==> src/itrt_pkg.sv <==
// ----------------------------------------------------------------------------
// itrt_pkg
// shared constants, types and helpers of the integer to radix text block
// ----------------------------------------------------------------------------
package itrt_pkg;

  // alphabet storage: sixteen byte symbols in two 64-bit registers
  localparam int SymCount   = 16;
  localparam int SymIdxW    = 4;
  localparam int AlphaW     = SymCount * 8;
  localparam int MaxSymbols = 16;
  localparam int MinRadix   = 2;

  // magnitude, digit and count widths
  localparam int MagWidth  = 32;
  localparam int MaxDigits = 32;
  localparam int DigitW    = 4;
  localparam int RadixW    = 5;
  localparam int CountW    = 6;

  // configuration
  localparam int CfgDataW = 64;
  localparam int CfgAddrW = 4;
  localparam logic RegAlphaLo = 1'b0;
  localparam logic RegAlphaHi = 1'b1;

  // character codes
  localparam logic [7:0] CharEnd   = 8'h00;
  localparam logic [7:0] CharPlus  = 8'h2B;
  localparam logic [7:0] CharMinus = 8'h2D;
  localparam logic [7:0] CharSpace = 8'h20;
  localparam logic [7:0] CharCtlLo = 8'h09;
  localparam logic [7:0] CharCtlHi = 8'h0D;

  typedef enum logic [2:0] {
    ST_IDLE,
    ST_CHECK,
    ST_DIVIDE,
    ST_SIGN,
    ST_EMIT
  } itrt_state_e;

  typedef struct packed {
    logic              done;
    logic              ok;
    logic [RadixW-1:0] radix;
  } chk_stat_t;

  typedef struct packed {
    logic push;
    logic pop;
  } stk_cmd_t;

  typedef struct packed {
    logic empty;
    logic one_left;
  } stk_stat_t;

  function automatic logic [7:0] sym_at(input logic [AlphaW-1:0] alpha,
                                        input logic [SymIdxW-1:0] k);
    return alpha[{k, 3'b000} +: 8];
  endfunction

endpackage

==> src/integer_to_radix_text_top.sv <==
// ----------------------------------------------------------------------------
// integer_to_radix_text_top
// signed 32-bit integer to text in a radix set by a configured alphabet
// ----------------------------------------------------------------------------
// usage
//   - apb port: 64-bit alphabet_low_symbols at 0x0, alphabet_high_symbols at
//     0x8; write them only while busy is low; reset clears both to zero
//   - command: pulse start with number_i while busy is low; busy rises the
//     next cycle and stays high until the last character is out
//   - results: one character per cycle on character_o with char_valid_o,
//     '-' first for a negative number, then digits most significant first;
//     last_char_o marks the final character; an invalid alphabet makes the
//     number produce no transfer at all
//   - sequence: the alphabet scan runs first, then each digit comes from the
//     bit-serial divider (one quotient bit per cycle over 32 bits), then the
//     sign, if any, and the digits most significant first are output
//   - the receiver cannot stall: each result is shown for one cycle only
//   - reset clears control state and returns the block to idle
// ----------------------------------------------------------------------------
module integer_to_radix_text_top #(
  parameter int MaxSymbols = itrt_pkg::MaxSymbols
) (
  input  logic                          clk_i,
  input  logic                          rst_ni,
  // command channel
  input  logic                          start,
  output logic                          busy,
  input  logic signed [itrt_pkg::MagWidth-1:0] number_i,
  // result channel
  output logic                          char_valid_o,
  output logic [7:0]                    character_o,
  output logic                          last_char_o,
  // apb configuration port
  input  logic                          psel,
  input  logic                          penable,
  input  logic                          pwrite,
  input  logic [itrt_pkg::CfgAddrW-1:0] paddr,
  input  logic [itrt_pkg::CfgDataW-1:0] pwdata,
  output logic [itrt_pkg::CfgDataW-1:0] prdata,
  output logic                          pready
);
  import itrt_pkg::*;

  // configuration registers
  logic [CfgDataW-1:0] alpha_lo_q;
  logic [CfgDataW-1:0] alpha_hi_q;
  logic [AlphaW-1:0]   alpha;
  logic                cfg_wr;

  // control and item state
  itrt_state_e         state_q, state_d;
  logic                neg_q, neg_d;
  logic [MagWidth-1:0] mag_q, mag_d;

  // output registers
  logic       valid_q, valid_d;
  logic [7:0] char_q, char_d;
  logic       last_q, last_d;

  // unit interfaces
  logic                chk_start;
  chk_stat_t           chk_stat;
  logic                div_start;
  logic [MagWidth-1:0] div_value;
  logic                div_done;
  logic [MagWidth-1:0] div_quot;
  logic [DigitW-1:0]   div_rem;
  stk_cmd_t            stk_cmd;
  logic [DigitW-1:0]   stk_top;
  stk_stat_t           stk_stat;

  // --------------------------------------------------------------------------
  // apb: write completes in the access phase, no wait states
  // --------------------------------------------------------------------------
  assign pready = 1'b1;
  assign cfg_wr = psel && penable && pwrite && pready;
  assign prdata = (paddr[3] == RegAlphaHi) ? alpha_hi_q : alpha_lo_q;
  assign alpha  = {alpha_hi_q, alpha_lo_q};

  always_ff @(posedge clk_i or negedge rst_ni) begin
    if (!rst_ni) begin
      alpha_lo_q <= '0;
      alpha_hi_q <= '0;
    end else if (cfg_wr) begin
      if (paddr[3] == RegAlphaHi) begin
        alpha_hi_q <= pwdata;
      end else begin
        alpha_lo_q <= pwdata;
      end
    end
  end

  // --------------------------------------------------------------------------
  // processing units
  // --------------------------------------------------------------------------
  itrt_alpha_check #(
    .MaxSymbols (MaxSymbols)
  ) u_check (
    .clk_i   (clk_i),
    .rst_ni  (rst_ni),
    .start_i (chk_start),
    .alpha_i (alpha),
    .stat_o  (chk_stat)
  );

  itrt_div_serial u_div (
    .clk_i   (clk_i),
    .rst_ni  (rst_ni),
    .start_i (div_start),
    .value_i (div_value),
    .radix_i (chk_stat.radix),
    .done_o  (div_done),
    .quot_o  (div_quot),
    .rem_o   (div_rem)
  );

  itrt_digit_stack u_stack (
    .clk_i   (clk_i),
    .rst_ni  (rst_ni),
    .cmd_i   (stk_cmd),
    .digit_i (div_rem),
    .top_o   (stk_top),
    .stat_o  (stk_stat)
  );

  // --------------------------------------------------------------------------
  // sequencer: check alphabet, divide out digits, emit sign, pop digits
  // --------------------------------------------------------------------------
  always_ff @(posedge clk_i or negedge rst_ni) begin
    if (!rst_ni) begin
      state_q <= ST_IDLE;
      valid_q <= 1'b0;
    end else begin
      state_q <= state_d;
      valid_q <= valid_d;
    end
  end

  always_ff @(posedge clk_i) begin
    neg_q  <= neg_d;
    mag_q  <= mag_d;
    char_q <= char_d;
    last_q <= last_d;
  end

  always_comb begin
    state_d   = state_q;
    neg_d     = neg_q;
    mag_d     = mag_q;
    valid_d   = 1'b0;
    char_d    = char_q;
    last_d    = last_q;
    chk_start = 1'b0;
    div_start = 1'b0;
    div_value = mag_q;
    stk_cmd   = '0;

    case (state_q)
      ST_IDLE: begin
        if (start) begin
          neg_d     = number_i[MagWidth-1];
          // two's complement negate; the most negative value maps to 2^31
          mag_d     = number_i[MagWidth-1] ? unsigned'(-number_i) : unsigned'(number_i);
          chk_start = 1'b1;
          state_d   = ST_CHECK;
        end
      end
      ST_CHECK: begin
        if (chk_stat.done) begin
          if (chk_stat.ok) begin
            div_start = 1'b1;
            state_d   = ST_DIVIDE;
          end else begin
            state_d = ST_IDLE;
          end
        end
      end
      ST_DIVIDE: begin
        div_value = div_quot;
        if (div_done) begin
          stk_cmd.push = 1'b1;
          if (div_quot != '0) begin
            div_start = 1'b1;
          end else begin
            state_d = neg_q ? ST_SIGN : ST_EMIT;
          end
        end
      end
      ST_SIGN: begin
        valid_d = 1'b1;
        char_d  = CharMinus;
        last_d  = 1'b0;
        state_d = ST_EMIT;
      end
      ST_EMIT: begin
        stk_cmd.pop = 1'b1;
        valid_d     = 1'b1;
        char_d      = sym_at(alpha, stk_top);
        last_d      = stk_stat.one_left;
        if (stk_stat.one_left) begin
          state_d = ST_IDLE;
        end
      end
      default: begin
        state_d = ST_IDLE;
      end
    endcase
  end

  assign busy         = (state_q != ST_IDLE);
  assign char_valid_o = valid_q;
  assign character_o  = char_q;
  assign last_char_o  = last_q;

`ifndef SYNTHESIS
  // an accepted command always moves the sequencer out of idle
  a_accept_busy: assert property (@(posedge clk_i) disable iff (!rst_ni)
    start && !busy |=> busy)
    else $error("accepted command did not raise busy");

  // the final character is never followed directly by another one
  a_last_gap: assert property (@(posedge clk_i) disable iff (!rst_ni)
    char_valid_o && last_char_o |=> !char_valid_o)
    else $error("transfer right after last character");

  // every digit pushed for an item is popped before returning to idle
  a_idle_empty: assert property (@(posedge clk_i) disable iff (!rst_ni)
    state_q == ST_IDLE |-> stk_stat.empty)
    else $error("digit stack not empty in idle");

  // output phase always has at least one digit to pop
  a_emit_nonempty: assert property (@(posedge clk_i) disable iff (!rst_ni)
    state_q == ST_EMIT |-> !stk_stat.empty)
    else $error("emit with empty digit stack");
`endif

endmodule

==> src/itrt_alpha_check.sv <==
// ----------------------------------------------------------------------------
// itrt_alpha_check
// serial alphabet scan: one symbol per cycle, finds radix and validity
// ----------------------------------------------------------------------------
module itrt_alpha_check #(
  parameter int MaxSymbols = itrt_pkg::MaxSymbols
) (
  input  logic                      clk_i,
  input  logic                      rst_ni,
  input  logic                      start_i,
  input  logic [itrt_pkg::AlphaW-1:0] alpha_i,
  output itrt_pkg::chk_stat_t       stat_o
);
  import itrt_pkg::*;

  logic              run_q;
  logic [RadixW-1:0] idx_q;
  logic              bad_q;
  chk_stat_t         stat_q;

  logic [7:0] cur;
  logic       stop;
  logic       bad_now;

  always_comb begin
    cur     = sym_at(alpha_i, idx_q[SymIdxW-1:0]);
    stop    = (idx_q == RadixW'(MaxSymbols)) || (cur == CharEnd);
    bad_now = cur inside {CharPlus, CharMinus, CharSpace, [CharCtlLo:CharCtlHi]};
    // compare against every earlier symbol
    for (int j = 0; j < SymCount; j++) begin
      if ((RadixW'(j) < idx_q) && (sym_at(alpha_i, SymIdxW'(j)) == cur)) begin
        bad_now = 1'b1;
      end
    end
  end

  always_ff @(posedge clk_i or negedge rst_ni) begin
    if (!rst_ni) begin
      run_q  <= 1'b0;
      idx_q  <= '0;
      bad_q  <= 1'b0;
      stat_q <= '0;
    end else begin
      stat_q.done <= run_q && !start_i && stop;
      if (start_i) begin
        run_q <= 1'b1;
        idx_q <= '0;
        bad_q <= 1'b0;
      end else if (run_q) begin
        if (stop) begin
          run_q        <= 1'b0;
          stat_q.ok    <= !bad_q && (idx_q >= RadixW'(MinRadix));
          stat_q.radix <= idx_q;
        end else begin
          idx_q <= idx_q + 1'b1;
          bad_q <= bad_q | bad_now;
        end
      end
    end
  end

  assign stat_o = stat_q;

endmodule

==> src/itrt_div_serial.sv <==
// ----------------------------------------------------------------------------
// itrt_div_serial
// bit-serial restoring divider: dividend shifts through, quotient shifts in
// ----------------------------------------------------------------------------
module itrt_div_serial (
  input  logic                        clk_i,
  input  logic                        rst_ni,
  input  logic                        start_i,
  input  logic [itrt_pkg::MagWidth-1:0] value_i,
  input  logic [itrt_pkg::RadixW-1:0]   radix_i,
  output logic                        done_o,
  output logic [itrt_pkg::MagWidth-1:0] quot_o,
  output logic [itrt_pkg::DigitW-1:0]   rem_o
);
  import itrt_pkg::*;

  localparam int CntW = $clog2(MagWidth);
  localparam logic [CntW-1:0] LastStep = CntW'(MagWidth - 1);

  logic                run_q;
  logic                done_q;
  logic [CntW-1:0]     cnt_q;
  logic [MagWidth-1:0] dvd_q;
  logic [DigitW-1:0]   rem_q;

  logic [DigitW:0]   trial;
  logic              ge;
  logic [DigitW-1:0] rem_d;

  // partial remainder stays below the radix, so one trial subtract per bit
  always_comb begin
    trial = {rem_q, dvd_q[MagWidth-1]};
    ge    = (trial >= radix_i);
    rem_d = ge ? DigitW'(trial - radix_i) : trial[DigitW-1:0];
  end

  always_ff @(posedge clk_i or negedge rst_ni) begin
    if (!rst_ni) begin
      run_q  <= 1'b0;
      done_q <= 1'b0;
      cnt_q  <= '0;
    end else begin
      done_q <= run_q && !start_i && (cnt_q == LastStep);
      if (start_i) begin
        run_q <= 1'b1;
        cnt_q <= '0;
      end else if (run_q) begin
        cnt_q <= cnt_q + 1'b1;
        if (cnt_q == LastStep) begin
          run_q <= 1'b0;
        end
      end
    end
  end

  always_ff @(posedge clk_i) begin
    if (start_i) begin
      dvd_q <= value_i;
      rem_q <= '0;
    end else if (run_q) begin
      dvd_q <= {dvd_q[MagWidth-2:0], ge};
      rem_q <= rem_d;
    end
  end

  assign done_o = done_q;
  assign quot_o = dvd_q;
  assign rem_o  = rem_q;

endmodule

==> src/itrt_digit_stack.sv <==
// ----------------------------------------------------------------------------
// itrt_digit_stack
// digit lifo built as a shift register, newest digit in the low nibble
// ----------------------------------------------------------------------------
module itrt_digit_stack (
  input  logic                      clk_i,
  input  logic                      rst_ni,
  input  itrt_pkg::stk_cmd_t        cmd_i,
  input  logic [itrt_pkg::DigitW-1:0] digit_i,
  output logic [itrt_pkg::DigitW-1:0] top_o,
  output itrt_pkg::stk_stat_t       stat_o
);
  import itrt_pkg::*;

  localparam int StackW = MaxDigits * DigitW;

  logic [StackW-1:0] data_q;
  logic [CountW-1:0] cnt_q;

  always_ff @(posedge clk_i or negedge rst_ni) begin
    if (!rst_ni) begin
      cnt_q <= '0;
    end else if (cmd_i.push) begin
      cnt_q <= cnt_q + 1'b1;
    end else if (cmd_i.pop) begin
      cnt_q <= cnt_q - 1'b1;
    end
  end

  always_ff @(posedge clk_i) begin
    if (cmd_i.push) begin
      data_q <= {data_q[StackW-DigitW-1:0], digit_i};
    end else if (cmd_i.pop) begin
      data_q <= {DigitW'(0), data_q[StackW-1:DigitW]};
    end
  end

  assign top_o           = data_q[DigitW-1:0];
  assign stat_o.empty    = (cnt_q == '0);
  assign stat_o.one_left = (cnt_q == CountW'(1));

endmodule
==> config.mk <==
export PLATFORM = sky130hd
export DESIGN_NAME = integer_to_radix_text_top
export DESIGN_NICKNAME = d
export VERILOG_FILES = /design/src/itrt_pkg.sv /design/src/integer_to_radix_text_top.sv /design/src/itrt_alpha_check.sv /design/src/itrt_div_serial.sv /design/src/itrt_digit_stack.sv
export SDC_FILE = /design/constraint.sdc
export NUM_CORES = 1
export LEC_CHECK = 0
export BUFFER_PORTS_ARGS = -buffer_cell sky130_fd_sc_hd__buf_2
export CELL_PAD_IN_SITES_DETAIL_PLACEMENT = 0
export CELL_PAD_IN_SITES_GLOBAL_PLACEMENT = 1
export CORE_AREA = 2 2 192 288
export CTS_CLUSTER_DIAMETER = 150
export DETAILED_ROUTE_END_ITERATION = 8
export DIE_AREA = 0 0 194 290
export GPL_TIMING_DRIVEN = 0
export PLACE_DENSITY = 0.66
export SYNTH_ARGS = -nofsm -noshare
export SYNTH_HDL_FRONTEND = slang
export SYNTH_HIERARCHICAL = 1
export SYNTH_SLANG_ARGS = --single-unit
export TNS_END_PERCENT = 5
==> constraint.sdc <==
create_clock -name clk_i -period 7.3 [get_ports clk_i]
set_input_delay 0.365 -clock clk_i [delete_from_list [all_inputs] [get_ports clk_i]]
set_output_delay 0.365 -clock clk_i [all_outputs]
set_load 0.05 [all_outputs]
# [Word level (Yosys, flattened, before mapping)]
# Cells that the tools add are included.
[word_totals] ramBits=0 mem_count=0 register_bits=365 romBits=0 latch_bits=0 wordCells=192 in_bits=106 out_inout_bits=76
[classes] n_lt_le_gt_ge=20 multipliers=0 n_eq_ne=33 add_sub_neg=6 n_reduce_logical=45 n_div=0 mux=61 bitwise_logic=3 shift=2
[op_table] cell="$mux W128" n=2
[op_table] cell="$shiftx A128 B8 Y8" n=2
[op_table] cell="$eq A8 B8 Y1" n=16
[op_table] cell="$mux W32" n=3
[op_table] cell="$mux W64" n=1
[op_table] cell="$lt A4 B5 Y1 const A" n=8
[op_table] cell="$mux W1" n=35
[op_table] cell="$neg A32 Y32" n=1
[op_table] cell="$reduce_bool A32 Y1" n=1
[op_table] cell="$mux W31" n=1
[op_table] cell="$mux W5" n=5
[op_table] cell="$eq A8 B6 Y1 const B" n=3
[op_table] cell="$logic_and A1 B1 Y1" n=24
[op_table] cell="$lt A3 B5 Y1 const A" n=4
[op_table] cell="$mux W3" n=6
[op_table] cell="$pmux W8 S2" n=1
[op_table] cell="$pmux W3 S5" n=1
[op_table] cell="$mux W6" n=2
[op_table] cell="$add A5 B1 Y5 const B" n=2
[op_table] cell="$eq A5 B5 Y1 const B" n=2
[op_table] cell="$lt A1 B5 Y1 const A" n=2
[op_table] cell="$lt A2 B5 Y1 const A" n=2
[op_table] cell="$reduce_and A2 Y1" n=5
[op_table] cell="$ge A8 B4 Y1 const B" n=1
[op_table] cell="other kinds (27)" n=40

# [Depth between registers and ports, before layout]
[depth] depth_word=24 ltp_mapped=15 mapped_depth_nobuf=10

# [Cells and area by module]
# The synthesis kept the hierarchy.
[modules_own_cells] module="integer_to_radix_text_top" area_per_inst_um2=9191.3 cells_each=647 seq_area_each_um2=4564.4 instances=1
[modules_own_cells] module="itrt_digit_stack" area_per_inst_um2=5776.8 cells_each=312 seq_area_each_um2=3993.8 instances=1
[modules_own_cells] module="itrt_alpha_check" area_per_inst_um2=3729.8 cells_each=410 seq_area_each_um2=350.3 instances=1
[modules_own_cells] module="itrt_div_serial" area_per_inst_um2=2031.9 cells_each=137 seq_area_each_um2=1216.2 instances=1

# [Worst setup path before layout]
# No wires, ideal clock.
[synth_timing] path_kind="flip-flop to flip-flop" start="register state_q[0]" end="register u_check.stat_q, in the netlist u_check/stat_o[0]" slack_ns=3.745 arrival_time_ns=3.430 required_time_ns=7.175 n_path_buf=2 synth_period_minus_slack_ns=3.555 path_stages_with_launch=7 cell_sequence="dfrtp_1 > clkbuf_1 > or3_1 > nor2_1 > clkbuf_1 > nor3b_4 > mux2_4"
[synth_via] elab_chain_cells=4
[synth_lines] item="start, declared" line="integer_to_radix_text_top.sv:51" rtl="itrt_state_e state_q, state_d;"
[synth_lines] item="start signal, assigned" line="integer_to_radix_text_top.sv:134" rtl="state_q <= state_d;"
[synth_lines] item="$logic_not A3 Y1" line="integer_to_radix_text_top.sv:158" rtl="case (state_q)"
[synth_lines] item="$mux W1" line="integer_to_radix_text_top.sv:158"
[synth_lines] item="net chk_start" line="integer_to_radix_text_top.sv:61" rtl="logic chk_start;"
[synth_lines] item="$not A1 Y1 (no source line)"
[synth_lines] item="$reduce_and A3 Y1 (no source line)"
[synth_lines] item="end, declared" line="itrt_alpha_check.sv:19" rtl="chk_stat_t stat_q;"
# The timed path passes the listed nets, and every way through them passes these cells.
# A chain may end at the register's enable or synchronous reset.

# [Worst setup path after layout]
[layout_timing] start="register u_check.idx_q[0]" end="register u_check.bad_q"
[layout_via] elab_chain_cells=24 word_cells_on_any_way=81
[layout_lines] item="start, declared" line="itrt_alpha_check.sv:17" rtl="logic [RadixW-1:0] idx_q;"
[layout_lines] item="start signal, assigned" line="itrt_alpha_check.sv:55" rtl="idx_q <= idx_q + 1'b1;"
[layout_lines] item="$shiftx A128 B8 Y8" line="itrt_pkg.sv:61" rtl="return alpha[{k, 3'b000} +: 8];"
[layout_lines] item="$ge A8 B4 Y1 / $le A8 B4 Y1 (equally long branches)" line="itrt_alpha_check.sv:28" rtl="bad_now = cur inside {CharPlus, CharMinus, CharSpace, [CharCtlLo:CharCtlHi]};"
[layout_lines] item="$logic_and A1 B1 Y1" line="itrt_alpha_check.sv:28"
[layout_lines] item="$reduce_bool A4 Y1" line="itrt_alpha_check.sv:28"
[layout_lines] item="$mux W1 (16 in a row)" line="itrt_alpha_check.sv:31" rtl="if ((RadixW'(j) < idx_q) && (sym_at(alpha_i, SymIdxW'(j)) == cur)) begin"
[layout_lines] item="$or A1 B1 Y1" line="itrt_alpha_check.sv:56" rtl="bad_q <= bad_q | bad_now;"
[layout_lines] item="$mux W1" line="itrt_alpha_check.sv:50" rtl="if (stop) begin"
[layout_lines] item="$mux W1" line="itrt_alpha_check.sv:49" rtl="end else if (run_q) begin"
[layout_lines] item="$mux W1" line="itrt_alpha_check.sv:45" rtl="if (start_i) begin"
[layout_lines] item="end signal, assigned" line="itrt_alpha_check.sv:56"
[layout_lines] item="end, declared" line="itrt_alpha_check.sv:18" rtl="logic bad_q;"
# Several ways; a longest one is shown, not always the timed one. The select of a mux whose other input is x is not followed.

==> reports/qor.yml <==
run_status:
  result_of_the_run: "finished, final reports clean"
worst_setup_path:
  largest_driver_fanout_on_the_critical_path: 10
  critical-path-slowest-cell: "sky130_fd_sc_hd__buf_1"
  worstSetupStartpointType: "flop"
  end_kind: "flop"
  startpoint: "u_check/idx_q[0]"
  worst_path_largest_cell_delay_ns: 0.68
  worst-endpoint-required_ns: 7.77
  worst_r2r_startpoint: "u_check/idx_q[0]"
  cp_data_arrival_time_ns: 4.71
  worstSetupPathType: "reg2reg"
  critical_path_buf_inv_count: 4
  timing.critical_path.max_delay_family: "buffers and inverters"
  path_cells: "buf_2 -> buf_1 -> mux2i_1 -> o221ai_1 -> a221oi_1 -> a21oi_1 -> buf_4 -> buf_2 -> xnor2_1 -> nand4_1 -> nor4_1 -> nor4_1 -> a311oi_1"
timing:
  grt_setup_unrepaired: "false"
  timing_worst_slew_pin_value_ns: 1.07
  final-max-slew-violation-count: 0
  fin_setup_tns_ns: 0
  fin_worst_skew_ns: 0.0264
  timing.final.setup_violations: 0
  period_needed_ns: 4.24
  fin_hold_ws_ns: 0.0541
  finalHoldViolations: 0
  max_clock_freq_mhz: 236
  tcrit_tclk_final_pct: 58.1
  maxSlewHeadroom_pct: 28.3
synth:
  synthesized_instance_count: 1505
  synth_nets: 1626
  postSynthAreaPerCell_um2: 13.8
  synth.yosys.warnings: 6
  netlist_area_um2: 20700
power_and_ir_drop:
  power_switching_mw: 3.68
  total_leakage_power_nw: 8.86
  cell_internal_pwr_mw: 5.23
  share_comb_of_total_power_pct: 45.0
  seq_power_share_pct: 33.8
  vdd_ir_drop_max_mv: 0.205
  clockPowerShare_pct: 21.2
  power.density_nw_per_um2: 375
  power.share.switching_pct: 41.3
floorplanning:
  num_rows: 104
  top_level_ports: 182
  floorplan.initialDensity_pct: 38.7
  die_y_um: 290
  dieArea_um2: 56300
  die_width_um: 194
  core_area_um2: 53600
final_layout:
  synthToLayoutAreaGrowth_pct: 14.6
  layout.core_utilization_pct: 44.3
  drive_above_1_share_pct: 43.9
  antennaDiodeCount: 0
  nNetsFinal: 1847
drt:
  routed_length_per_instance_um: 25.1
  antenna_violating_nets_post_route: 0
  drc: 0
  route.vias.total: 13688
  dr.pass1.iters: 7
  routed_wirelength_um: 61400
  routed_via_density: 5.60
  detailedRoute.firstIterationViolations: 848
clock_tree:
  cts_hold_buf: 1
  clock_sink_count: 365
  tritoncts.num_buffers: 38
  clk_pin_slew_ns: 0.07
  cts_root_buffer: "sky130_fd_sc_hd__clkbuf_16"
  cts_post_setup_buffers_inserted: 0
  tritoncts: "yes"
  clkLatencyLatePin_ns: 0.56
  htree_levels: 2
  clock_tree.buffer_depth: 3
  cts_repair_resize_count: 0
global_routing:
  globalRouteOverflowTotal: 0
  groute.usage.overall_pct: 21.6
  vias_in_the_first_global_route: 14637
  number_of_antenna_violations_at_the_first_check_in_global_routing: 2
  global_route_wire_length_before_repair_um: 92400
  grt_max_degree: 88
min_path:
  worst_hold_startpoint: "pwdata[37]"
  hp-class: "in2reg"
placed_design:
  port_buffers: 177
  dpl_hpwl_um: 47000
  gp_routability_congestion: 0.975
run:
  cap_viol_max_count: 0
-- sequential cells by signal, indices dropped and copies added, names as in the netlist --
signal / cells
u_div/rem_o: 4
u_stack/cnt_q: 6
u_div/cnt_q: 5
u_check/run_q: 1
character_o: 8
u_check/idx_q: 5
mag_q: 32
u_div/run_q: 1
neg_q: 1
char_valid_o: 1
u_check/bad_q: 1
u_stack/data_q: 128
alpha_hi_q: 64
last_char_o: 1
u_check/stat_o: 7
alpha_lo_q: 64
state_q: 3
u_div/quot_o: 32
u_div/done_o: 1
-- power groups by stage --
stage	combinational, mW	sequential, mW	clock, mW
after floorplan	2.94	2.82	0
after global placement	3.95	3.03	0
after detailed placement	3.95	3.04	0
after CTS	3.97	3.00	1.96
after global routing	4.24	3.05	2.03
final	4.01	3.01	1.89
-- worst paths after layout --
kind | end | slack [ns] | cells past startpoint
worst max-delay path | u_check/bad_q | 3.06 | 13
worst min-delay path | alpha_lo_q[37] | 0.05 | 2
worst max register to register | u_check/bad_q | 3.06 | 13
worst min register to register | u_stack/cnt_q[5] | 0.47 | 1
max in group asynchronous | state_q[0] | 6.08 | 3
min in group asynchronous | alpha_hi_q[35] | 0.36 | 2
-- placed cells by master, fill, tap and decap left out, types with 24 or more instances in the layout --
cell type,n
sky130_fd_sc_hd__mux2_2,384
sky130_fd_sc_hd__buf_2,217
sky130_fd_sc_hd__edfxtp_1,202
sky130_fd_sc_hd__dfrtp_1,159
sky130_fd_sc_hd__xnor2_1,130
sky130_fd_sc_hd__clkbuf_1,52
sky130_fd_sc_hd__xor2_1,52
sky130_fd_sc_hd__mux4_2,49
sky130_fd_sc_hd__nand2_1,42
sky130_fd_sc_hd__clkbuf_16,40
sky130_fd_sc_hd__nor2_1,32
sky130_fd_sc_hd__nand3_1,24
sky130_fd_sc_hd__mux2i_1,24
-- routing by layer --
metal | track usage [%] | share of wire (%) | vias up | wire (um)
met5 | 0 | 0.018 | - | 11
li1 | - | - | 6123 | -
met4 | 11.0 | 5.5 | 2 | 3400
met3 | 2.75 | 4.7 | 169 | 2900
met1 | 26.9 | 40 | 6926 | 24700
met2 | 36.9 | 50 | 468 | 30400
-- stage by stage --
stage               area [um2]  cells  power [mW]  worst slack (ns)
floorplan                20700   1505        5.77              3.75
global placement         22500   2371        6.98              3.07
detailed placement       22600   2374        6.99              3.23
CTS                      23800   2444        8.92              3.22
global route             23800   2444        9.33              2.90
finish                   23800   2444        8.91              3.06
-- layout make-up --
class | count | area, um2
fill | 5083 | 29900
buffer | 101 | 547
clock inverter | 9 | 93.8
clock buffer | 60 | 1090
sequential | 365 | 10100
tap | 689 | 862
inverter | 21 | 78.8
timing repair buffer | 181 | 981
multi-input combinational | 1018 | 9980
No activity file was read; power rests on OpenSTA's default activity.
